File: src/rtl/block_change_detect_dilate_assert.svh
// Assertion macros shared by the change detect and dilate block.
`ifndef BLOCK_CHANGE_DETECT_DILATE_ASSERT_SVH
`define BLOCK_CHANGE_DETECT_DILATE_ASSERT_SVH
`ifndef NO_ASSERTIONS
// Same-cycle implication, checked at every rising clock edge outside reset.
`define CDD_ASSERT_IMPLY(name, clk, rst, ante, cons) \
   name: assert property (@(posedge clk) disable iff (rst) (ante) |-> (cons)) \
      else $error("same-cycle check failed");
// Next-cycle implication, checked at every rising clock edge outside reset.
`define CDD_ASSERT_NEXT(name, clk, rst, ante, cons) \
   name: assert property (@(posedge clk) disable iff (rst) (ante) |=> (cons)) \
      else $error("next-cycle check failed");
`else
`define CDD_ASSERT_IMPLY(name, clk, rst, ante, cons)
`define CDD_ASSERT_NEXT(name, clk, rst, ante, cons)
`endif
`endif

File: src/rtl/bcdd_pkg.sv
// Package with shared types, codes and constants of the change detect block.
package bcdd_pkg;

   // Default grid limits.
   localparam int MAX_COLUMNS_DEF = 128;
   localparam int MAX_ROWS_DEF    = 128;

   // Word widths on the streams and the configuration port.
   localparam int REQ_W      = 144;
   localparam int RSP_W      = 24;
   localparam int CSR_IDX_W  = 2;
   localparam int CSR_DATA_W = 11;
   localparam int DIM_W      = 9;
   localparam int MAG_W      = 11;

   // Command codes.
   localparam logic [1:0] CMD_COMPARE    = 2'd0;
   localparam logic [1:0] CMD_MARK_ALL   = 2'd1;
   localparam logic [1:0] CMD_READ_CLEAR = 2'd2;

   // Register indexes.
   localparam logic [CSR_IDX_W-1:0] REG_BLOCK_COLUMNS    = 2'd0;
   localparam logic [CSR_IDX_W-1:0] REG_BLOCK_ROWS       = 2'd1;
   localparam logic [CSR_IDX_W-1:0] REG_CHANGE_THRESHOLD = 2'd2;

   // Register reset values.
   localparam logic [7:0]            COLUMNS_RESET   = 8'd80;
   localparam logic [7:0]            ROWS_RESET      = 8'd60;
   localparam logic [MAG_W-1:0]      THRESHOLD_RESET = 11'd64;

   // Commands from the controller to the datapath.
   typedef struct packed {
      logic load_item;
      logic calc_sum;
      logic calc_level;
      logic rd_en;
      logic load_rsp;
   } dp_cmd_type;

   // Status from the datapath to the controller.
   typedef struct packed {
      logic touch;
      logic row_last;
      logic rsp_free;
   } dp_status_type;

endpackage

File: src/rtl/bcdd_csr.sv
// Configuration registers with the clamped grid size.
module bcdd_csr #(
   parameter int MAX_COLUMNS = bcdd_pkg::MAX_COLUMNS_DEF,
   parameter int MAX_ROWS    = bcdd_pkg::MAX_ROWS_DEF
) (
   input  logic                            clock,
   input  logic                            reset,
   input  logic                            csr_valid,
   output logic                            csr_ready,
   input  logic [bcdd_pkg::CSR_IDX_W-1:0]  csr_index,
   input  logic [bcdd_pkg::CSR_DATA_W-1:0] csr_data,
   output logic [bcdd_pkg::DIM_W-1:0]      cols_eff,
   output logic [bcdd_pkg::DIM_W-1:0]      rows_eff,
   output logic [bcdd_pkg::MAG_W-1:0]      threshold
);
   import bcdd_pkg::*;

   logic [7:0]       columns_ff;
   logic [7:0]       rows_ff;
   logic [MAG_W-1:0] threshold_ff;

   // Writes are taken in every cycle.
   assign csr_ready = 1'b1;

   // Register file.
   always_ff @(posedge clock) begin
      if (reset) begin
         columns_ff   <= COLUMNS_RESET;
         rows_ff      <= ROWS_RESET;
         threshold_ff <= THRESHOLD_RESET;
      end else if (csr_valid) begin
         unique case (csr_index)
            REG_BLOCK_COLUMNS:    columns_ff   <= csr_data[7:0];
            REG_BLOCK_ROWS:       rows_ff      <= csr_data[7:0];
            REG_CHANGE_THRESHOLD: threshold_ff <= csr_data[MAG_W-1:0];
            default: ;
         endcase
      end
   end

   // A size of zero counts as one, and a size above the maximum as the maximum.
   always_comb begin
      if (columns_ff == 8'd0) begin
         cols_eff = DIM_W'(1);
      end else if ({1'b0, columns_ff} > DIM_W'(MAX_COLUMNS)) begin
         cols_eff = DIM_W'(MAX_COLUMNS);
      end else begin
         cols_eff = {1'b0, columns_ff};
      end
      if (rows_ff == 8'd0) begin
         rows_eff = DIM_W'(1);
      end else if ({1'b0, rows_ff} > DIM_W'(MAX_ROWS)) begin
         rows_eff = DIM_W'(MAX_ROWS);
      end else begin
         rows_eff = {1'b0, rows_ff};
      end
   end

   assign threshold = threshold_ff;

endmodule

File: config.mk
export PLATFORM = sky130hd
export DESIGN_NAME = bcdd_csr
export DESIGN_NICKNAME = d
export VERILOG_FILES = /design/src/rtl/block_change_detect_dilate_assert.svh /design/src/rtl/bcdd_pkg.sv /design/src/rtl/bcdd_csr.sv
export SDC_FILE = /design/constraint.sdc
export NUM_CORES = 1
export LEC_CHECK = 0
export ABC_CLOCK_PERIOD_IN_PS = 1400
export BUFFER_PORTS_ARGS = -buffer_cell sky130_fd_sc_hd__buf_2
export CAP_MARGIN = 20
export CELL_PAD_IN_SITES_DETAIL_PLACEMENT = 0
export CELL_PAD_IN_SITES_GLOBAL_PLACEMENT = 1
export CORE_UTILIZATION = 38
export CTS_BUF_LIST = sky130_fd_sc_hd__clkbuf_4
export DETAILED_ROUTE_END_ITERATION = 8
export PLACE_DENSITY = 0.79
export SLEW_MARGIN = 40
export SYNTH_ARGS = -nofsm -noshare
export SYNTH_HDL_FRONTEND = slang
export SYNTH_SLANG_ARGS = --single-unit
export TNS_END_PERCENT = 30
File: constraint.sdc
create_clock -name clock -period 1.4 [get_ports clock]
set_input_delay 0.07 -clock clock [delete_from_list [all_inputs] [get_ports clock]]
set_output_delay 0.07 -clock clock [all_outputs]
set_load 0.005 [all_outputs]
==> summary.md, run 1 <==
| Metric | Value |
|---|---|
| Status | finished, violations left |
| Failing checks | setup timing |
| Row count | 20 |
| Top cell type's share of synthesized area | 0.4150 |
| Most frequent cell after synthesis | nand2b_1 |
| PD cells | roughly 850 mW/mm² |
| CTS sink cnt | 27 |
| Buf/Inv on CP | 1 |
| Post-layout utilization of the core | 0.5099 |
| # port buffers | 42 |
| Yosys cell types | 15 |
| Final setup skew | 0 ps |
| Die Span Y | 60.55 µm |
| Dpl cell area | roughly 0.0015 mm² |
| Final nets | 193 |
| Die width | 60.55 µm |
| Max Slew Vio Count | 0 |
| Post-synth EDFFs | 0 |
| Max-cap violations | 0 |
| # H-tree levels | 1 |
| Seq/Total Area, Yosys | 0.4150 |
| Cells after Synth | between 100 and 150 |
| Final Hold Viols | 0 |
| Min-delay worst type | input port to flip-flop |
| CTS root buf | clkbuf_4 |
| Ys async rst share | 0 |
| Highest Clock Rate | 609.6 MHz |
| RSZ-0062 raised after global routing | yes |
| Final Cycle Share | 1.172 |
| CP max stage cell | or4_4 |
| GPL Wtd Cong | between 0.7 and 0.8 |
| Vias | 1006 |
| Synth warn | 0 |
| Syn_area_per_cell | 9.720 µm² |
| Placed cells | 211 |
| Wire per inst | 11.96 µm |
| Initial Utilization | 0.4131 |
| Setup CP Type | flip-flop to output port |
| VDD IR max | 0.3431 mV |
| Antenna viol nets, final | 0 |
| Overall routing resource usage | 0.1539 |
| Area contributors post-synth | dfxtp_1, mux2i_1, nand2b_1 |
| # diodes | 0 |
| Worst hold stages | 3 |
| R2R setup slack | 550 ps |
| Clock-pin slew on the worst setup and hold paths | 160 ps |
| Worst r2r src | columns_ff[7]$_SDFFE_PP0P_ |
| Routed WL | roughly 2600 µm |
| Final Non-Filler Cells | 220 |
| CP startpoint kind | flip-flop |
| Largest net degree at the start of global routing | 25 |
| Total setup buffers inserted after CTS | 0 |
| Vias per cell | 4.573 |
| DRT iter0 DRCs | 34 |
| Share of layout cells above drive strength 1 | 0.3182 |
| Clock Latency Late Sink | 340 ps |
| Area growth syn-to-layout | 23.44% |
| TritonRoute pass-1 iters | 4 |
| Reg-to-Reg End | columns_ff[7]$_SDFFE_PP0P_ |
| Netlist area before placement | approximately 0.0013 mm² |
| Tmin final | 1640 ps |
| Arrival time worst endpoint | roughly 1600 ps |
| Pre-CTS setup slack | 130.2 ps |
| Min-Delay Startpoint | csr_data[3] |
| Number of global-route vias before repair | 963 |
| Grt ovf | 0 |
| Worst hold endpoint | rows_ff[3]$_SDFFE_PP1P_ |
| CTS buffer count | 3 |
| Post-synth top area cell | dfxtp_1 |
| Main synth FF type | dfxtp_1 |
| DRC | 0 |
| Global-route wire length before repair | 4105 µm |
| CTS tree | yes |
| Crit Path Max Fanout | 3 |
| R2R cell count | 2 |
| Clk buf depth | 2 |
| Fin area | 0.001608 mm² |
| Core area | between 0.003 and 0.004 mm² |
| Worst path max stage delay | 510 ps |
| PnR worst setup slack | -240.5 ps |
| Pwr Total | between 1 and 1.5 mW |
| Die area | 0.003666 mm² |
| Setup crit end kind | output port |
| #FFs+latches synth | 27 |
| Critical Path RT | 1330 ps |
| Critical path's top delay family | simple AND/OR/NAND/NOR gates |
| Fillers | 319 |
| Post-synth top cells | nand2b_1, dfxtp_1, mux2i_1 |
| Initial antenna violation count | 0 |
| Worst path cell trace | or4_4 > o41ai_2 > buf_2 |
| Dpl hpwl | ~2000 µm |
| Lkg Pwr | 0.7519 nW |
| Setup violations, final | 2 |
| # IOs | 46 |
[cell families (layout without fill, tap and decap cells)]
family | Yosys count | after routing | share of synthesized area
buffers and inverters | 12 | 53 | 0.05091
AO/OA/AOI/OAI | 2 | 2 | 0.02498
other | 2 | 3 | 0.005766
AND/OR/NAND/NOR | 64 | 64 | 0.2959
flip-flops | 27 | 27 | 0.4150
multiplexers | 27 | 27 | 0.2075
[worst max path at each step]
stage,from,to,depth (start not counted)
3_5_place_dp,columns_ff[1]$_SDFFE_PP0P_,cols_eff[0],3
6_report,columns_ff[2]$_SDFFE_PP0P_,cols_eff[0],3
2_1_floorplan,columns_ff[1]$_SDFFE_PP0P_,cols_eff[0],2
3_3_place_gp,columns_ff[1]$_SDFFE_PP0P_,cols_eff[0],3
4_1_cts,columns_ff[1]$_SDFFE_PP0P_,cols_eff[0],3
5_1_grt,columns_ff[1]$_SDFFE_PP0P_,cols_eff[0],3
[metrics by stage]
stage               setup TNS, ps  hold WS [ps]
floorplan                       0         225.3
global placement                0         333.4
detailed placement              0         346.8
CTS                        -516.2         4.270
global route               -578.3         22.60
finish                     -452.6         18.77
[cell type report]
type,count,area (µm²),area share
multi-input cells,96,703.2,0.4374
flip-flops and latches,27,544.3,0.3385
repair buffers,49,275.3,0.1712
well taps,44,55.05,0.03424
clock buffers,3,22.52,0.01401
clock inverters,1,7.507,0.004669
[power by group]
| part | switching (mW) | internal [mW] |
|---|---|---|
| combinational | 0.0848 | 0.105 |
| clock | 0.245 | 0.109 |
| sequential | 0.0212 | 0.797 |
[registers in the layout, indices dropped and copies added, names as in the netlist]
name and flops:
columns_ff 8, rows_ff 8, threshold 11
[worst register-to-register path, stage by stage, from the launching register on]
cell and delay [ps]:
dfxtp_1 550, nand2b_1 110, mux2i_1 140
[timing repair]
action	CTS	global route
endpoints found under the setup margin	2	2
resized for setup	0	4
hold buffers	5	0
hold endpoints to repair	6	0
[per-layer routing]
layer / track usage / vias to the layer above / wire length (µm)
met2: 0.2622 / 28 / 1239
met4: 0.08117 / 0 / 53
li1: - / 513 / -
met1: 0.1859 / 459 / 1218
met3: 0.02559 / 6 / 120
met5: 0 / - / 0
[cell usage in the layout (no fill, tap or decap)]
cell | synthesis | routed
and3b_2 | 2 | 2
or3b_1 | 1 | 1
clkinvlp_4 | 0 | 1
o41ai_2 | 2 | 2
or4_4 | 0 | 1
buf_4 | 3 | 2
dfxtp_2 | 0 | 3
buf_2 | 2 | 42
nor2_1 | 12 | 12
clkbuf_4 | 0 | 3
mux2i_1 | 27 | 27
dlygate4sd3_1 | 0 | 5
nand3b_1 | 2 | 2
dfxtp_1 | 27 | 24
nor2b_1 | 12 | 12
nand2b_1 | 33 | 33
conb_1 | 2 | 3
or4_1 | 2 | 1
Note: power is estimated with default switching activity, not from simulation.
==> run 2: changes to the inputs <==
- ABC_CLOCK_PERIOD_IN_PS: 1400 -> 1900
- CORE_UTILIZATION: 38 -> 41
- PLACE_DENSITY: 0.79 -> 0.84
- RECOVER_POWER: not set -> 50
- SLEW_MARGIN: 40 -> not set
- clock period: 1.4 -> 1.9 ns (I/O delays scaled with it)
==> run 2 against run 1 <==
Compared with the run above: the run ends with DRC left; final area is 4.8% lower; sequential share of layout area is 1.5 points higher; clock power is 31% lower; final cell count is 3.2% lower; global-route usage is 0.21 points higher; utilization is 0.45 points lower; flip-flop and latch count stayed put; power is 28% lower; clock-buffer cell count stayed put; non-clock buffer count is 7 lower; combinational power is 33% lower; highest routed layer unchanged.
==> summary.md, run 2 (synthesized netlist as in run 1, its figures left out) <==
| Metric | Value |
|---|---|
| Post-layout utilization of the core | 0.5054 |
| Lkg Pwr | 0.7181 nW |
| Die area | 0.003406 mm² |
| Die width | 58.37 µm |
| # resized after CTS | 0 |
| Initial Utilization | 0.4302 |
| Internal power | 0.7328 mW |
| Row count | 20 |
| Logic pwr share | 0.131 |
| Area growth syn-to-layout | 17.48% |
| Dpl hpwl | roughly 1900 µm |
| Status | finished, violations left |
| Share of layout cells above drive strength 1 | 0.2840 |
| Core area | 0.003028 mm² |
| Final nets | 186 |
| Crit Path Max Fanout | 3 |
| VDD IR max | approximately 0.26 mV |
| Fin area | 0.001530 mm² |
| Final Non-Filler Cells | 213 |
| Max Slew Vio Count | 0 |
| Clock-pin slew on the worst setup and hold paths | approximately 150 ps |
| # port buffers | 42 |
| Clk buf depth | 2 |
| Pre-CTS setup slack | 582.1 ps |
| Hold-fix buffers, CTS | 0 |
| Antenna viol nets, final | 0 |
| Pwr Total | approximately 0.97 mW |
| Largest net degree at the start of global routing | 44 |
| CTS buffer count | 3 |
| Die Span Y | 58.37 µm |
| Max reg flops | 11 |
| RSZ-0062 raised after global routing | no |
| Setup crit end kind | output port |
| Most frequent cells in the layout | buf_2, nand2b_1, mux2i_1, dfxtp_1 |
| DRC | 1 |
| Wire per inst | roughly 12 µm |
| # H-tree levels | 1 |
| Commonest non-fill, non-tap cell in the layout | buf_2 |
| PD cells | 636.7 mW/mm² |
| Routed WL | around 2500 µm |
| Sw Share | 0.2479 |
| Tmin final | 1673 ps |
| Highest Clock Rate | 597.8 MHz |
| Final Cycle Share | 0.8804 |
| CTS root buf | clkbuf_4 |
| # IOs | 46 |
| PnR worst setup slack | 227.3 ps |
| Hold slack | between 10 and 15 ps |
| Final Hold Viols | 0 |
| CP startpoint kind | flip-flop |
| Setup CP Type | flip-flop to output port |
| Clock Latency Late Sink | between 300 and 400 ps |
| Final setup skew | 0 ps |
| Initial antenna violation count | 0 |
| Placed cells | 209 |
| Grt ovf | 0 |
| Max-cap violations | 0 |
| Min-delay worst type | input port to flip-flop |
| Number of global-route vias before repair | 911 |
| Vias per cell | 4.657 |
| Slew HR | 0.09679 |
| Total setup buffers inserted after CTS | 0 |
| Critical Path RT | 1800 ps |
| Worst Tran Pin Value | 1355 ps |
| Vias | 992 |
| GPL Wtd Cong | 0.7992 |
| TritonRoute pass-1 iters | 6 |
| Global-route wire length before repair | 4112 µm |
| Arrival time worst endpoint | between 1500 and 2000 ps |
| Overall routing resource usage | 0.1560 |
| Setup violations, final | 0 |
| Register share of total power | 0.618 |
| Setup TNS | 0 ps |
| # diodes | 0 |
| Failing checks | DRC |
| DRT iter0 DRCs | 20 |
| CTS tree | yes |
| Clk pwr share | 0.251 |
| Fillers | 302 |
| CTS sink cnt | 27 |
| Dpl cell area | approximately 0.0015 mm² |
| Psw | roughly 0.24 mW |
run 2: cell types whose count changed in the layout (fill, tap and decap cells not counted):
cell           previous run  this run
dlygate4sd3_1             5         0
or4_1                     1         2
clkinv_2                  0         1
buf_4                     2         0
clkinvlp_4                1         0
or4_4                     1         0
dfxtp_1                  24        27
dfxtp_2                   3         0
clkbuf_1                  0         2
buf_2                    42        40
run 2: cell type report:
| class | instances | area [µm²] | share of cell area |
|---|---|---|---|
| clock buffer | 3 | 22.52 | 0.01472 |
| tap | 44 | 55.05 | 0.03598 |
| sequential | 27 | 540.5 | 0.3532 |
| clock inverter | 1 | 5.005 | 0.003271 |
| multi-input combinational | 96 | 699.4 | 0.4571 |
| timing repair buffer | 42 | 207.7 | 0.1357 |
run 2: routing by layer:
metal	up-vias	track usage	part of all wire
li1	498	-	-
met1	466	0.2042	0.47
met2	26	0.2726	0.48
met3	2	0.01978	0.044
met4	0	0.04082	0.0051
met5	-	0	0
run 2: critical path, stage by stage, from the launching register on:
cell     delay [ps]
dfxtp_1         350
or4_1           540
o41ai_2         210
buf_2           160
run 2: final timing paths:
| path | depth (start not counted) | slack [ps] | end | from |
|---|---|---|---|---|
| worst max-delay path | 3 | 230 | cols_eff[0] | columns_ff[1]$_SDFFE_PP0P_ |
| worst min-delay path | 3 | 10 | threshold[8]$_SDFFE_PP0P_ | csr_data[8] |
| worst max register to register | 2 | 1050 | columns_ff[7]$_SDFFE_PP0P_ | columns_ff[7]$_SDFFE_PP0P_ |
| worst min register to register | 2 | 480 | threshold[7]$_SDFFE_PP0P_ | threshold[7]$_SDFFE_PP0P_ |
run 2: power groups by stage:
| stage | sequential [mW] | combinational (mW) | clock, mW |
|---|---|---|---|
| floorplan | 0.612 | 0.0840 | 0 |
| global placement | 0.612 | 0.128 | 0 |
| detailed placement | 0.614 | 0.130 | 0 |
| CTS | 0.602 | 0.130 | 0.257 |
| global route | 0.605 | 0.144 | 0.278 |
| finish | 0.602 | 0.128 | 0.244 |
