$ cat config.mk
export PLATFORM = sky130hd
export DESIGN_NAME = bcdd_ctrl
export DESIGN_NICKNAME = d
export VERILOG_FILES = /design/src/rtl/block_change_detect_dilate_assert.svh /design/src/rtl/bcdd_pkg.sv /design/src/rtl/bcdd_ctrl.sv
export SDC_FILE = /design/constraint.sdc
export NUM_CORES = 1
export LEC_CHECK = 0
export BUFFER_PORTS_ARGS = -buffer_cell sky130_fd_sc_hd__buf_4
export CAP_MARGIN = 20
export CELL_PAD_IN_SITES_DETAIL_PLACEMENT = 0
export CELL_PAD_IN_SITES_GLOBAL_PLACEMENT = 1
export CORE_AREA = 2 2 39 41
export DETAILED_ROUTE_END_ITERATION = 16
export DIE_AREA = 0 0 41 43
export PLACE_DENSITY = 0.64
export SYNTH_ARGS = -nofsm -noshare
export SYNTH_HDL_FRONTEND = slang
export SYNTH_SLANG_ARGS = --single-unit
$ cat constraint.sdc
create_clock -name clock -period 1.41 [get_ports clock]
set_input_delay 0.2115 -clock clock [delete_from_list [all_inputs] [get_ports clock]]
set_output_delay 0.2115 -clock clock [all_outputs]
set_load 0.01 [all_outputs]
$ cat src/rtl/block_change_detect_dilate_assert.svh
// Assertion macros shared by the change detect and dilate block.
`ifndef BLOCK_CHANGE_DETECT_DILATE_ASSERT_SVH
`define BLOCK_CHANGE_DETECT_DILATE_ASSERT_SVH
`ifndef NO_ASSERTIONS
// Same-cycle implication, checked at every rising clock edge outside reset.
`define CDD_ASSERT_IMPLY(name, clk, rst, ante, cons) \
   name: assert property (@(posedge clk) disable iff (rst) (ante) |-> (cons)) \
      else $error("same-cycle check failed");
// Next-cycle implication, checked at every rising clock edge outside reset.
`define CDD_ASSERT_NEXT(name, clk, rst, ante, cons) \
   name: assert property (@(posedge clk) disable iff (rst) (ante) |=> (cons)) \
      else $error("next-cycle check failed");
`else
`define CDD_ASSERT_IMPLY(name, clk, rst, ante, cons)
`define CDD_ASSERT_NEXT(name, clk, rst, ante, cons)
`endif
`endif

$ cat src/rtl/bcdd_pkg.sv
// Package with shared types, codes and constants of the change detect block.
package bcdd_pkg;

   // Default grid limits.
   localparam int MAX_COLUMNS_DEF = 128;
   localparam int MAX_ROWS_DEF    = 128;

   // Word widths on the streams and the configuration port.
   localparam int REQ_W      = 144;
   localparam int RSP_W      = 24;
   localparam int CSR_IDX_W  = 2;
   localparam int CSR_DATA_W = 11;
   localparam int DIM_W      = 9;
   localparam int MAG_W      = 11;

   // Command codes.
   localparam logic [1:0] CMD_COMPARE    = 2'd0;
   localparam logic [1:0] CMD_MARK_ALL   = 2'd1;
   localparam logic [1:0] CMD_READ_CLEAR = 2'd2;

   // Register indexes.
   localparam logic [CSR_IDX_W-1:0] REG_BLOCK_COLUMNS    = 2'd0;
   localparam logic [CSR_IDX_W-1:0] REG_BLOCK_ROWS       = 2'd1;
   localparam logic [CSR_IDX_W-1:0] REG_CHANGE_THRESHOLD = 2'd2;

   // Register reset values.
   localparam logic [7:0]            COLUMNS_RESET   = 8'd80;
   localparam logic [7:0]            ROWS_RESET      = 8'd60;
   localparam logic [MAG_W-1:0]      THRESHOLD_RESET = 11'd64;

   // Commands from the controller to the datapath.
   typedef struct packed {
      logic load_item;
      logic calc_sum;
      logic calc_level;
      logic rd_en;
      logic load_rsp;
   } dp_cmd_type;

   // Status from the datapath to the controller.
   typedef struct packed {
      logic touch;
      logic row_last;
      logic rsp_free;
   } dp_status_type;

endpackage

$ cat src/rtl/bcdd_ctrl.sv
// Sequencer that steps one word through sum, level, row updates and result.
module bcdd_ctrl (
   input  logic                    clock,
   input  logic                    reset,
   input  logic                    req_tvalid,
   output logic                    req_tready,
   output bcdd_pkg::dp_cmd_type    dp_cmd,
   input  bcdd_pkg::dp_status_type dp_status
);
   import bcdd_pkg::*;

   typedef enum logic [2:0] {
      ST_IDLE,
      ST_SUM,
      ST_LEVEL,
      ST_ROWS,
      ST_FLUSH,
      ST_DONE
   } state_type;

   state_type state_ff;
   state_type state_in;
   logic      ready_ff;
   logic      accept;

   assign accept     = req_tvalid && ready_ff;
   assign req_tready = ready_ff;

   // Next state and datapath commands.
   always_comb begin
      state_in = state_ff;
      dp_cmd   = '0;
      unique case (state_ff)
         ST_IDLE: begin
            if (accept) begin
               dp_cmd.load_item = 1'b1;
               state_in         = ST_SUM;
            end
         end
         ST_SUM: begin
            dp_cmd.calc_sum = 1'b1;
            state_in        = ST_LEVEL;
         end
         ST_LEVEL: begin
            dp_cmd.calc_level = 1'b1;
            state_in          = dp_status.touch ? ST_ROWS : ST_DONE;
         end
         ST_ROWS: begin
            dp_cmd.rd_en = 1'b1;
            if (dp_status.row_last) begin
               state_in = ST_FLUSH;
            end
         end
         ST_FLUSH: begin
            state_in = ST_DONE;
         end
         ST_DONE: begin
            if (dp_status.rsp_free) begin
               dp_cmd.load_rsp = 1'b1;
               state_in        = ST_IDLE;
            end
         end
         default: state_in = ST_IDLE;
      endcase
   end

   // State and the registered ready.
   always_ff @(posedge clock) begin
      if (reset) begin
         state_ff <= ST_IDLE;
         ready_ff <= 1'b0;
      end else begin
         state_ff <= state_in;
         ready_ff <= (state_in == ST_IDLE);
      end
   end

endmodule

==> out/summary.txt, run 1 <==
STATUS
-----------------------------------------------------------------------------------------
Run status                                                                   complete, no violations

DIE
-----------------------------------------------------------------------------------------
Number of I/O pins                                                                     12
Die outline width                                                                   41 um
Initial Util                                                                        0.192
Row Count                                                                              14
Die area                                                                         1760 um2
Die Y-Extent                                                                        43 um
Area of the core region                                                          1380 um2

SETUP PATH
-----------------------------------------------------------------------------------------
Worst path slowest cell                                                           dfxtp_4
Slowest Stage Delay on Critical Path                                              0.37 ns
Startpoint kind of the worst setup timing path                                   register
Largest fanout on the critical path                                                     8
Largest delay contributor family on the critical path                          flip-flops
Crit. End Element                                                            primary output
WP buf/inv                                                                              2
Category of the most critical setup path                                     register to primary output
Worst Path Required                                                               1.20 ns
Chain of cells forming the critical path                                     nor3_4 > nand3_2 > inv_2 > buf_4
CP arrival                                                                        1.14 ns

LAYOUT
-----------------------------------------------------------------------------------------
Antenna fix cells                                                                       0
Cell Count, Final, Fillers Out                                                         58
Share of post-route cells with drive strength above 1                               0.667
Final standard cell area without fillers                                          404 um2
# nets final                                                                           50
Area growth, synth to finish                                                        52.4%

ROUTING
-----------------------------------------------------------------------------------------
Sum of routed wire segments on met1                                                229 um
Uppermost layer routed                                                               met4
Ratio of routed vias to standard cells                                               4.33
Routed wire length on met2                                                         281 um
First DRT Iteration DRCs                                                                2
Router iterations before antenna repair                                                 3
Detail-routed net length per standard cell                                        9.81 um
Remaining antenna violation count                                                       0
Number of vias in the routed layout                                                   251
Drt drc                                                                                 0
Total length of routed met3 wires                                                   35 um
Routed Wire Length                                                                 569 um

TIMING
-----------------------------------------------------------------------------------------
Largest clock skew in the final design                                         0.00416 ns
Hold violation count in the final report                                                0
Pins Over Slew Limit                                                                    0
Final period util                                                                   0.958
Maximum achievable frequency                                                    0.741 GHz
Normalized max-slew margin                                                          0.830
RSZ-0062 raised after global routing                                                  yes
Setup TNS Final                                                                      0 ns
Transition time at the pin with the least slew margin                            0.256 ns
Time the final worst path needs with I/O delays and setup                         1.35 ns
Final-report setup violation count                                                      0

SYNTH
-----------------------------------------------------------------------------------------
Post-synth top area share                                                           0.302
Leading cell type by number of instances after synthesis                          a21oi_1
Combined area of all synthesized cells                                            265 um2
Count of yosys warnings during synthesis                                                0
Post-synth cell types                                                                  19
Proportion of synthesized chip area in sequential cells                             0.302
Count of state elements after synthesis                                                 4
Commonest cells in the synthesized netlist                                   5 x a21oi_1, 4 x dfxtp_1, 3 x nand2_1
Cell accounting for the most synthesized area                                     dfxtp_1
Count of mapped cells out of synthesis                                                 29
Net count after synthesis                                                              35
Syn avg cell area                                                                9.15 um2
Cell types occupying the most area after synthesis                           dfxtp_1 30%, a21oi_1 9.4%, nor4b_4 9.0%, and2_2 5.7%, a22oi_2 4.7%
Proportion of register bits with asynchronous set or reset after synthesis              0
Post-synth EDFFs                                                                        0
Ys flop type                                                                      dfxtp_1

CLOCKING
-----------------------------------------------------------------------------------------
Clock buffers created by TritonCTS                                                      3
Clk_lat worst skew                                                                0.24 ns
# Post-CTS Setup Buffers                                                                0
Maximum level of the CTS H-tree                                                         1
CTS root buffer                                                                  clkbuf_4
Clock tree from TritonCTS                                                            done
Maximum buffer depth of the clock tree                                                  2
Total clock sinks                                                                       4
Clock slew seen by the registers of the worst setup and hold paths                0.04 ns

GRT
-----------------------------------------------------------------------------------------
GR Overflow Total                                                                       0
Number of antenna violations at the first check in global routing                       0
Via count of the first global-routing pass                                            213
Total GRT Usage                                                                    0.0743
First-pass GRT wire length                                                         848 um
Largest net degree at the start of global routing                                      13

PLACED DESIGN
-----------------------------------------------------------------------------------------
Routability cong.                                                                   0.667
Placed insts                                                                           55
Post-DP Area                                                                      357 um2
Half-perimeter wire length after placement                                         427 um
Number of port buffers                                                                 11

PWR
-----------------------------------------------------------------------------------------
Power density over the cells                                                  1210 nW/um2
Leakage Power                                                                    0.188 nW
Worst IR drop on VDD                                                             0.529 mV

RUN
-----------------------------------------------------------------------------------------
MaxCap Viol Count                                                                       0

MIN PATH
-----------------------------------------------------------------------------------------
Path type of the worst min-delay path                                        primary input to register

==> report_power, final <==
group          internal [mW]  switching [mW]  total [mW]
Sequential             0.136          0.0346       0.171
Clock                 0.0958          0.0553       0.151
Combinational         0.0979          0.0691       0.167
Total                  0.330           0.159       0.489
==> repair_timing <==
action,4_1_cts,5_1_grt
hold buffers,0,0
gates cloned,0,0
endpoints found under the setup margin,3,3
pin swaps,1,1
gates resized for setup,2,6
==> per-stage QoR <==
stage / power [mW] / utilization / worst slack, ns / hold WS [ns]
floorplan: 0.267 / - / 0.398 / 0.281
global placement: 0.321 / 0.258 / 0.195 / 0.422
detailed placement: 0.320 / 0.258 / 0.213 / 0.419
CTS: 0.477 / 0.276 / -0.0127 / 0.155
global route: 0.515 / 0.292 / -0.0108 / 0.163
finish: 0.489 / 0.292 / 0.0597 / 0.156
==> layout make-up <==
class	count	area [um2]
clock buffer	3	22.5
fill	150	980
inverter	1	3.75
multi-input combinational	23	186
sequential	4	88.8
tap	16	20.0
timing repair buffer	11	82.6
==> placed cells by master, fill, tap and decap left out, drive strengths merged, types with 2 or more instances in the layout <==
cell type,n
a21oi,5
and2,2
buf,11
clkbuf,3
dfxtp,4
nand2,3
nor3,2
==> state kept, by name, indices dropped and copies added, names as in the netlist <==
register and cells:
req_tready 1, state_ff 3
==> per-layer routing <==
| metal | vias to the layer above | GRT usage |
|---|---|---|
| li1 | 131 | - |
| met5 | - | 0 |
| met4 | 0 | 0.0800 |
| met2 | 7 | 0.100 |
| met1 | 111 | 0.0900 |
| met3 | 2 | 0.0105 |
==> cells by family after synthesis <==
group | after synthesis | synth area share
AOI/OAI and AO/OA | 8 | 0.189
and+or+nand+nor | 15 | 0.453
DFF | 4 | 0.302
buffers and inverters | 2 | 0.0566
==> worst paths after layout <==
kind                                             start                      to  slack [ns]  cells past startpoint
worst max-delay path            state_ff[1]$_SDFF_PP0_               dp_cmd[4]        0.06                      4
worst min-delay path                             reset  state_ff[0]$_SDFF_PP0_        0.16                      2
worst max register to register  state_ff[1]$_SDFF_PP0_   req_tready$_SDFF_PP0_        0.39                      3
worst min register to register   req_tready$_SDFF_PP0_  state_ff[0]$_SDFF_PP0_        0.47                      2
Note: power is estimated with default switching activity, not from simulation.
==> run 2: changes to the inputs <==
Settings changed: PLACE_DENSITY 0.64 to default, PLACE_DENSITY_LB_ADDON from default to 0.25, SLEW_MARGIN from default to 0.
==> run 2 against run 1 <==
Compared with the run above: global-route usage up 1.3 points; die area unchanged; count of clock-buffer cells in the layout unchanged; register-to-register slack worse by 0.02 ns; wire length up 1.9%; largest power group unchanged.
==> out/summary.txt, run 2 (synthesis results as in run 1) <==
DIE
----------------------------------------------------------------------------------
Area of the core region                                                   1380 um2
Row Count                                                                       14
Initial Util                                                                 0.192
Number of I/O pins                                                              12
Die Y-Extent                                                                 43 um
Die area                                                                  1760 um2
Die outline width                                                            41 um

SETUP PATH
----------------------------------------------------------------------------------
Slowest Stage Delay on Critical Path                                       0.37 ns
CP arrival                                                                 1.12 ns
Largest delay contributor family on the critical path                   flip-flops
Register-to-register setup slack                                           0.37 ns
WP buf/inv                                                                       2
Largest fanout on the critical path                                             12
Worst path slowest cell                                                    dfxtp_4
Worst Path Required                                                        1.20 ns
Chain of cells forming the critical path                              nor3_4 > nand3_2 > inv_2 > buf_4
Startpoint kind of the worst setup timing path                            register
Crit. End Element                                                     primary output
Category of the most critical setup path                              register to primary output

CLOCKING
----------------------------------------------------------------------------------
Clock tree from TritonCTS                                                     done
CTS root buffer                                                           clkbuf_4
Clock buffers created by TritonCTS                                               3
Clk_lat worst skew                                                         0.23 ns
Maximum level of the CTS H-tree                                                  1
Maximum buffer depth of the clock tree                                           2
# hold bufs at CTS                                                               0
Total clock sinks                                                                4
Clock slew seen by the registers of the worst setup and hold paths         0.04 ns

TIMING
----------------------------------------------------------------------------------
RSZ-0062 raised after global routing                                            no
Final period util                                                            0.941
Setup TNS Final                                                               0 ns
Pins Over Slew Limit                                                             0
Hold violation count in the final report                                         0
Maximum achievable frequency                                             0.754 GHz
Final-report setup violation count                                               0
Normalized max-slew margin                                                   0.842
Largest clock skew in the final design                                  0.00149 ns
Transition time at the pin with the least slew margin                     0.238 ns
Time the final worst path needs with I/O delays and setup                  1.33 ns

GRT
----------------------------------------------------------------------------------
Global-route met2 utilization                                                0.113
GR Overflow Total                                                                0
Total GRT Usage                                                             0.0874
First-pass GRT wire length                                                  972 um
Gr busiest metal                                                              met2
Met1 Usage GRT                                                              0.0968
Via count of the first global-routing pass                                     233
GR Util met3                                                                0.0471
Largest net degree at the start of global routing                               13
Number of antenna violations at the first check in global routing                0

LAYOUT
----------------------------------------------------------------------------------
Share of post-route cells with drive strength above 1                        0.667
Antenna fix cells                                                                0
Area growth, synth to finish                                                 51.4%
FILL cells                                                                     154
Sequential Area                                                           86.3 um2
Flip-flop count of the largest register, all copies and words added              3
Most common cell after layout, fill and taps aside                           buf_4
Most frequent cells in the layout                                     11 x buf_4, 5 x a21oi_1, 3 x nand2_1, 3 x clkbuf_4
# nets final                                                                    50
Largest reg by FF count                                                   state_ff
Combined area of the multi-input logic cells                               186 um2

MIN PATH
----------------------------------------------------------------------------------
Path type of the worst min-delay path                                 primary input to register

STATUS
----------------------------------------------------------------------------------
Run status                                                            complete, no violations

PLACED DESIGN
----------------------------------------------------------------------------------
Half-perimeter wire length after placement                                  448 um
Routability cong.                                                            0.696
Number of port buffers                                                          11

RUN
----------------------------------------------------------------------------------
MaxCap Viol Count                                                                0

PWR
----------------------------------------------------------------------------------
Final total power                                                         0.476 mW
Worst IR drop on VDD                                                      0.528 mV
Leakage Power                                                             0.188 nW
Power density over the cells                                           1190 nW/um2

ROUTING
----------------------------------------------------------------------------------
Number of vias in the routed layout                                            258
Remaining antenna violation count                                                0
Routed Wire Length                                                          580 um
Ratio of routed vias to standard cells                                        4.45
Drt drc                                                                          0
First DRT Iteration DRCs                                                         1
Detail-routed net length per standard cell                                 10.0 um
Router iterations before antenna repair                                          4

==> run 2: layout make-up <==
cell class,count,share of cell area
Inverter,1,0.00935
Timing Repair Buffer,11,0.206
Multi-Input combinational cell,23,0.464
Tap cell,16,0.0498
Sequential cell,4,0.215
Clock buffer,3,0.0561
==> run 2: final timing paths <==
kind / cells past startpoint / from / endpoint
max: 4 / state_ff[0]$_SDFF_PP0_ / dp_cmd[4]
min: 2 / reset / state_ff[0]$_SDFF_PP0_
max reg2reg: 3 / state_ff[0]$_SDFF_PP0_ / req_tready$_SDFF_PP0_
min reg2reg: 2 / req_tready$_SDFF_PP0_ / state_ff[0]$_SDFF_PP0_
==> run 2: through the flow <==
step                      worst slack [ns]   util  cell area, um2  cells  hold slack (ns)
after CTS                         0.000628  0.275             380     58            0.172
after global routing                0.0140  0.290             402     58            0.166
after global placement               0.209  0.258             357     55            0.424
final                               0.0834  0.290             402     58            0.177
after detailed placement             0.189  0.258             357     55            0.432
after floorplan                      0.398      -             265     29            0.281
==> run 2: routing by layer <==
layer | share of wire | wire length, um
met3 | 0.090 | 52
met1 | 0.41 | 240
met5 | 0 | 0
met4 | 0 | 0
met2 | 0.49 | 287
==> run 2: repair_timing <==
item,4_1_cts,5_1_grt
buffers inserted,0,0
setup endpoints to repair,2,3
pin swaps,1,0
resized for setup,1,6
==> run 2: power by group <==
group          total (mW)  leakage (nW)  switching (mW)  internal, mW
Clock               0.139        0.0138          0.0438        0.0950
Combinational       0.168         0.140          0.0699        0.0984
Sequential          0.169        0.0345          0.0326         0.136
Total               0.476         0.188           0.146         0.330
==> run 3: changes to the inputs <==
Settings changed: SKIP_LAST_GASP from default to 1.
Clock period 1.41 ns to 1.6 ns, I/O delays scaled along.
==> run 3 against run 2 <==
Compared with the run above: power fell by 16%; sequential share of layout area shrank 0.37 points; count of clock-buffer cells in the layout did not move; global-route usage stayed put; sequential power down 17%; critical path depth unchanged; cell area fell by 5.6%; flip-flop and latch count is the same.
==> out/summary.txt, run 3 (synthesis results as in run 1) <==
GRT
----------------------------------------------------------------------------------
GR Overflow Total                                                                0
Largest net degree at the start of global routing                               13
Via count of the first global-routing pass                                     233
First-pass GRT wire length                                                  972 um
Number of antenna violations at the first check in global routing                0
Total GRT Usage                                                             0.0874

PWR
----------------------------------------------------------------------------------
Power spent charging and discharging nets                                 0.123 mW
Sw Ratio                                                                     0.306
Worst IR drop on VDD                                                      0.460 mV
Combinational cell fraction of total power                                   0.344
Power density over the cells                                           1060 nW/um2
Leakage Power                                                             0.182 nW
Cell Int Power                                                            0.279 mW
Final total power                                                         0.402 mW
Part of the power in registers                                               0.350
Part of the power in the clock network                                       0.305

TIMING
----------------------------------------------------------------------------------
Pins Over Slew Limit                                                             0
Time the final worst path needs with I/O delays and setup                  1.44 ns
Normalized max-slew margin                                                   0.785
Maximum achievable frequency                                             0.692 GHz
Setup TNS Final                                                               0 ns
RSZ-0062 raised after global routing                                            no
Largest clock skew in the final design                                  0.00191 ns
Final-report setup violation count                                               0
Minimum setup slack in the final design                                   0.155 ns
Hold violation count in the final report                                         0
Transition time at the pin with the least slew margin                     0.322 ns
Final period util                                                            0.903

DIE
----------------------------------------------------------------------------------
Die outline width                                                            41 um
Die area                                                                  1760 um2
Area of the core region                                                   1380 um2
Initial Util                                                                 0.192
Die Y-Extent                                                                 43 um
Number of I/O pins                                                              12
Row Count                                                                       14

LAYOUT
----------------------------------------------------------------------------------
# nets final                                                                    50
Share of post-route cells with drive strength above 1                        0.571
Most frequent cells in the layout                                     11 x buf_4, 5 x a21oi_1, 4 x dfxtp_1
Flip-flop count of the largest register, all copies and words added              3
Most common cell after layout, fill and taps aside                           buf_4
Largest reg by FF count                                                   state_ff
Antenna fix cells                                                                0
Area growth, synth to finish                                                 42.9%
FILL cells                                                                     154
Cell Count, Final, Fillers Out                                                  58

CLOCKING
----------------------------------------------------------------------------------
Clk_lat worst skew                                                         0.23 ns
CTS resizes                                                                      0
Clock slew seen by the registers of the worst setup and hold paths         0.04 ns
Clock tree from TritonCTS                                                     done
Maximum level of the CTS H-tree                                                  1
CTS root buffer                                                           clkbuf_4
# Post-CTS Setup Buffers                                                         0
# hold bufs at CTS                                                               0
Clock buffers created by TritonCTS                                               3
Total clock sinks                                                                4
Maximum buffer depth of the clock tree                                           2

SETUP PATH
----------------------------------------------------------------------------------
Crit. End Element                                                     primary output
Worst path slowest cell                                                    dfxtp_1
Largest delay contributor family on the critical path                   flip-flops
Worst Path Required                                                        1.36 ns
Startpoint kind of the worst setup timing path                            register
Register-to-register setup slack                                           0.39 ns
Category of the most critical setup path                              register to primary output
Chain of cells forming the critical path                              nor3_2 > nand3_1 > inv_2 > buf_4
Slowest Stage Delay on Critical Path                                       0.39 ns
Largest fanout on the critical path                                              8
CP arrival                                                                 1.20 ns
WP buf/inv                                                                       2

PLACED DESIGN
----------------------------------------------------------------------------------
Routability cong.                                                            0.696
Half-perimeter wire length after placement                                  448 um
Number of port buffers                                                          11
Placed insts                                                                    55
Pre-CTS worst setup slack                                                 0.379 ns

ROUTING
----------------------------------------------------------------------------------
Drt drc                                                                          0
Ratio of routed vias to standard cells                                        4.24
Router iterations before antenna repair                                          4
Remaining antenna violation count                                                0
Number of vias in the routed layout                                            246
First DRT Iteration DRCs                                                         1
Detail-routed net length per standard cell                                 9.91 um
Routed Wire Length                                                          575 um

RUN
----------------------------------------------------------------------------------
MaxCap Viol Count                                                                0

STATUS
----------------------------------------------------------------------------------
Run status                                                            complete, no violations

MIN PATH
----------------------------------------------------------------------------------
Path type of the worst min-delay path                                 primary input to register

-- run 3: cell counts in the layout (fill, tap and decap cells not counted) --
Identical to the previous run, type by type.
-- run 3: final timing paths --
check,endpoint,cells past startpoint,startpoint
worst max-delay path,dp_cmd[4],4,state_ff[2]$_SDFF_PP0_
worst min-delay path,state_ff[0]$_SDFF_PP0_,2,reset
worst max register to register,req_tready$_SDFF_PP0_,3,state_ff[0]$_SDFF_PP0_
worst min register to register,state_ff[0]$_SDFF_PP0_,2,req_tready$_SDFF_PP0_
-- run 3: per-stage QoR --
| step | hold slack [ns] | util | instance area (um2) |
|---|---|---|---|
| 3_5_place_dp | 0.460 | 0.258 | 357 |
| 6_report | 0.214 | 0.274 | 379 |
| 5_1_grt | 0.203 | 0.274 | 379 |
| 3_3_place_gp | 0.452 | 0.258 | 357 |
| 4_1_cts | 0.208 | 0.274 | 379 |
| 2_1_floorplan | 0.309 | - | 265 |
-- run 3: layout make-up --
type | count | area (um2) | area share
multi-input cells | 23 | 170 | 0.449
repair buffers | 11 | 82.6 | 0.218
flip-flops and latches | 4 | 80.1 | 0.211
clock buffers | 3 | 22.5 | 0.0594
well taps | 16 | 20.0 | 0.0528
inverters | 1 | 3.75 | 0.00990
-- run 3: power by group through the flow --
stage	sequential (mW)	combinational [mW]	clock, mW
detailed placement	0.143	0.140	0
global placement	0.142	0.140	0
finish	0.141	0.138	0.123
global route	0.146	0.152	0.144
floorplan	0.137	0.0985	0
CTS	0.140	0.141	0.131
-- run 3: routing by layer --
layer / global-route usage / vias to the layer above / part of all wire
met5: 0 / - / 0
met4: 0.0800 / 0 / 0
met3: 0.0471 / 0 / 0.087
met2: 0.113 / 9 / 0.48
met1: 0.0968 / 107 / 0.43
li1: - / 130 / -
